**src/hw/rtl/sorted_insert_and_merge_tables_defines.svh**
```systemverilog
// Assertion macros shared by the RTL of the sorted table block.
// Both expect a clock named clk and an active-low reset named arst_n in scope.
`ifndef SORTED_INSERT_AND_MERGE_TABLES_DEFINES_SVH
`define SORTED_INSERT_AND_MERGE_TABLES_DEFINES_SVH

// Consequent must hold in the same cycle as the antecedent.
`define SIMT_ASSERT_IMPLY(lbl, ante, cons, msg) \
	lbl: assert property (@(posedge clk) disable iff (!arst_n) (ante) |-> (cons)) \
		else $error(msg);

// Consequent must hold in the cycle after the antecedent.
`define SIMT_ASSERT_NEXT(lbl, ante, cons, msg) \
	lbl: assert property (@(posedge clk) disable iff (!arst_n) (ante) |=> (cons)) \
		else $error(msg);

`endif

```
**src/hw/rtl/simt_pkg.sv**
```systemverilog
package simt_pkg;

	localparam int DEPTH_DEF = 32;

	localparam int KEY_W   = 31;
	localparam int PRICE_W = 32;
	localparam int TAG_W   = 16;

	localparam logic [1:0] CMD_INS_A = 2'd0;
	localparam logic [1:0] CMD_INS_B = 2'd1;
	localparam logic [1:0] CMD_MERGE = 2'd2;

	localparam logic [1:0] ST_INSERTED = 2'd0;
	localparam logic [1:0] ST_FULL     = 2'd1;
	localparam logic [1:0] ST_RECORD   = 2'd2;
	localparam logic [1:0] ST_EMPTY    = 2'd3;

	typedef struct packed {
		logic [KEY_W-1:0]   key;
		logic [PRICE_W-1:0] price;
		logic [TAG_W-1:0]   tag;
	} rec_t;

	typedef struct packed {
		logic [1:0]         command;
		logic [KEY_W-1:0]   key;
		logic [PRICE_W-1:0] price_cents;
		logic [TAG_W-1:0]   record_tag;
	} req_t;

	typedef struct packed {
		logic [1:0]         status;
		logic [KEY_W-1:0]   key_res;
		logic [PRICE_W-1:0] price_cents_res;
		logic [TAG_W-1:0]   record_tag_res;
		logic               source_table;
		logic               last;
	} rsp_t;

endpackage

```
**src/hw/rtl/simt_ram.sv**
```systemverilog
module simt_ram import simt_pkg::*; #(
	parameter int DEPTH = DEPTH_DEF
) (
	input  logic                     clk,
	input  logic                     rd_en,
	input  logic [$clog2(DEPTH)-1:0] rd_addr,
	output rec_t                     rd_data,
	input  logic                     wr_en,
	input  logic [$clog2(DEPTH)-1:0] wr_addr,
	input  rec_t                     wr_data
);

	rec_t mem [DEPTH];
	rec_t rd_data_q;

	// Read data holds until the next read, so a waiting consumer keeps its operand.
	always_ff @(posedge clk) begin
		if (wr_en) begin
			mem[wr_addr] <= wr_data;
		end
		if (rd_en) begin
			rd_data_q <= mem[rd_addr];
		end
	end

	assign rd_data = rd_data_q;

endmodule

```
**config.mk**
```make
export PLATFORM = sky130hd
export DESIGN_NAME = simt_ram
export DESIGN_NICKNAME = d
export VERILOG_FILES = /design/src/hw/rtl/sorted_insert_and_merge_tables_defines.svh /design/src/hw/rtl/simt_pkg.sv /design/src/hw/rtl/simt_ram.sv
export SDC_FILE = /design/constraint.sdc
export NUM_CORES = 2
export LEC_CHECK = 0
export BUFFER_PORTS_ARGS = -buffer_cell sky130_fd_sc_hd__buf_2
export CAP_MARGIN = 20
export CORE_AREA = 2 2 452 454
export DETAILED_ROUTE_END_ITERATION = 10
export DIE_AREA = 0 0 454 456
export PLACE_DENSITY = 0.67
export SETUP_SLACK_MARGIN = 0.15
export SYNTH_ARGS = -nofsm -noshare
export SYNTH_HDL_FRONTEND = slang
export SYNTH_SLANG_ARGS = --single-unit
export TNS_END_PERCENT = 20
```
**constraint.sdc**
```tcl
create_clock -name clk -period 4.85 [get_ports clk]
set_input_delay 0.485 -clock clk [delete_from_list [all_inputs] [get_ports clk]]
set_output_delay 0.485 -clock clk [all_outputs]
set_load 0.005 [all_outputs]
```
==> metrics.md <==
| Metric | Value |
|---|---|
| Worst setup SP type | `input pin` |
| Clock latency on the worst-skew pair | `0.92 ns` |
| Vias per cell | `6.26` |
| Area leader, netlist | `edfxtp_1` |
| Tightest Pin Transition | `1.17 ns` |
| Clock Path Buffers | `4` |
| Post-CTS Hold Buffers | `0` |
| PostCTS Resize Cnt | `0` |
| Initial core utilization | `48.8%` |
| FF-to-FF End | `rd_data[58]` |
| # IOs | `171` |
| Maximum VDD drop | `395 uV` |
| Port bufs | `170` |
| Core Region | `0.202 mm2` |
| Die span in x | `454 um` |
| DR vias | `49000` |
| Critical Path End | `rd_data[17]` |
| Area taken by multi-input logic gates | `0.0192 mm2` |
| Syn. warnings | `0` |
| Die height | `456 um` |
| Avg Cell Area, Syn | `21.3 um2` |
| Residual DRC | `0` |
| Worst R2R Setup Slack | `3.09 ns` |
| Largest net degree at the start of global routing | `116` |
| F_max | `0.400 GHz` |
| Most common cell after layout, fill and taps aside | `edfxtp_1` |
| Yosys reg bits | `2607` |
| Max-slew violations | `0` |
| Top cells by area, synth | `edfxtp_1 79%, mux4_2 7.2%, mux2i_1 6.4%` |
| # fillers | `14900` |
| FF+latch area | `0.0783 mm2` |
| TritonCTS clock tree | `built` |
| Commonest non-fill, non-tap cells in the layout | `2607 x edfxtp_1, 632 x mux2i_1, 405 x a22oi_1` |
| DIE AREA | `0.207 mm2` |
| PwrDens | `420 mW/mm2` |
| Area growth syn-to-layout | `13.4%` |
| Post-route ant nets | `0` |
| Netlist cell types | `29` |
| Clk sinks | `2607` |
| Std-Cell Rows | `165` |
| Netlist Area Pre-Place | `0.0985 mm2` |
| CP max FO | `39` |
| FF-to-FF Start | `mem[15][58]` |
| Crit path required time | `5.58 ns` |
| Syn_nets | `4726` |
| Initial antenna violation count | `29` |
| HPWL after DPL | `123 mm` |
| Status | `completed` |
| Tcrit/Tclk final | `51.5%` |
| Global route total overflow | `0` |
| Final core occ | `55.4%` |
| Slew margin rel. | `22.0%` |
| Final setup fails | `0` |
| Number of DRC markers in iteration 0 | `6376` |
| Fin Clk Skew | `0.0427 ns` |
| Hold Violations, Final | `0` |
| Total Power | `0.0470 W` |
| Tot GR Track Use | `24.0%` |
| Reg2Reg Depth | `4` |
| Post-synthesis sequential area ratio | `79.5%` |
| Post-CTS Setup Inserts | `0` |
| Worst Path Arrival | `3.23 ns` |
| Drt first pass iters | `6` |
| Lkg Pwr | `36.4 nW` |
| WL/cell | `32.0 um` |
| Tightest Hold Check Type | `input pin to flop` |
| Kind of critical path | `input pin to flop` |
| WL final | `250 mm` |
| Minimum clock period | `2.50 ns` |
| Proportion of layout cells with a drive suffix above 1 | `19.9%` |
| Min-delay src | `wr_data[20]` |
| Clock root cell | `clkbuf_16` |
| Dpl cell area | `0.103 mm2` |
| Yosys top cell area share | `79.5%` |
| Syn Inst Count | `4634` |
| RSZ-0062 raised after global routing | `no` |
| Finished Layout Cells | `7825` |
| Vias in the first global route | `48600` |
| Inserted Clock Buffers | `276` |
| H-Tree Depth | `5` |
| Worst setup path startpoint | `rd_addr[1]` |
| RePlAce Congestion | `0.748` |
| Placed Instances | `7353` |
| First-pass GRT wire length | `355 mm` |
| Fin nets | `5052` |
| Post-route cell area | `0.112 mm2` |
| Crit path capture type | `flop` |
| Max_cap viols | `0` |
| Worst-path clk slew | `0.06 ns` |
[worst max-delay path: stages]
cell and delay, ns:
buf_4 0.49, nor2b_4 0.27, buf_4 0.55, and2_4 0.89
a22oi_1 0.29, nand4_1 0.17
[layer usage]
metal / share of wire (%) / GRT usage (%) / up-vias
li1: - / - / 20100
met1: 40 / 33.7 / 26100
met2: 50 / 39.6 / 2306
met3: 8.2 / 3.66 / 415
met4: 2.3 / 6.31 / 8
met5: 0.021 / 0 / -
[area by class of cell]
type                    count  share of cell area [%]
flip-flops and latches   2607                    70.1
multi-input cells        1762                    17.2
clock buffers             346                    6.59
well taps                2672                    2.99
repair buffers            313                    2.36
clock inverters           109                   0.738
diodes                     16                  0.0359
[where the power goes]
group | switching [W] | leakage [nW] | internal, W
Combinational | 0.00135 | 8.87 | 0.000739
Clock | 0.00822 | 4.00 | 0.0114
Sequential | 0.000128 | 23.6 | 0.0252
[through the flow]
step / setup WS, ns / hold WS, ns / setup TNS (ns)
2_1_floorplan: -0.108 / 0.584 / -65.39
3_3_place_gp: 1.45 / 0.675 / 0
3_5_place_dp: 1.48 / 0.674 / 0
4_1_cts: 2.43 / 0.00544 / 0
5_1_grt: 2.24 / 0.0316 / 0
6_report: 2.35 / 0.0589 / 0
[how the worst min path moves through the flow]
stage          slack, ns           to  depth (start not counted)
5_1_grt             0.03  rd_data[56]                          1
4_1_cts            0.005  mem[21][23]                          1
6_report            0.06  mem[29][20]                          1
3_3_place_gp        0.68  rd_data[31]                          4
3_5_place_dp        0.67  rd_data[31]                          4
2_1_floorplan       0.58    mem[0][0]                          0
[logic make-up (layout without fill, tap and decap cells)]
logic type / count (synthesis) / in the layout / synth area share (%)
mux: 948 / 948 / 13.6
other cells: 0 / 16 / 0
compound gates: 525 / 525 / 3.97
buf+inv: 265 / 768 / 1.38
flops: 2607 / 2607 / 79.5
simple gates: 289 / 289 / 1.52
[synth_stat cells]
cell	instances
nor3b_1	1
nand2_1	16
a21oi_1	11
and3b_1	2
a32oi_1	4
buf_6	25
clkbuf_1	123
buf_4	18
nor2_1	40
mux2i_1	632
nor3_1	3
a22oi_1	405
a22o_1	51
and3_1	2
and2_1	8
nand2b_1	2
nand4_1	37
or3b_2	3
nand3_1	151
edfxtp_1	2607
a31oi_1	54
nor2_2	1
buf_1	10
mux4_2	316
buf_2	89
or3_1	1
nand3b_1	5
nor2b_1	16
and2b_1	1
[sequential cells by signal, summed over array words and instances (netlist names)]
signal   count
mem       2528
rd_data     79
No activity file was read; power rests on OpenSTA's default activity.
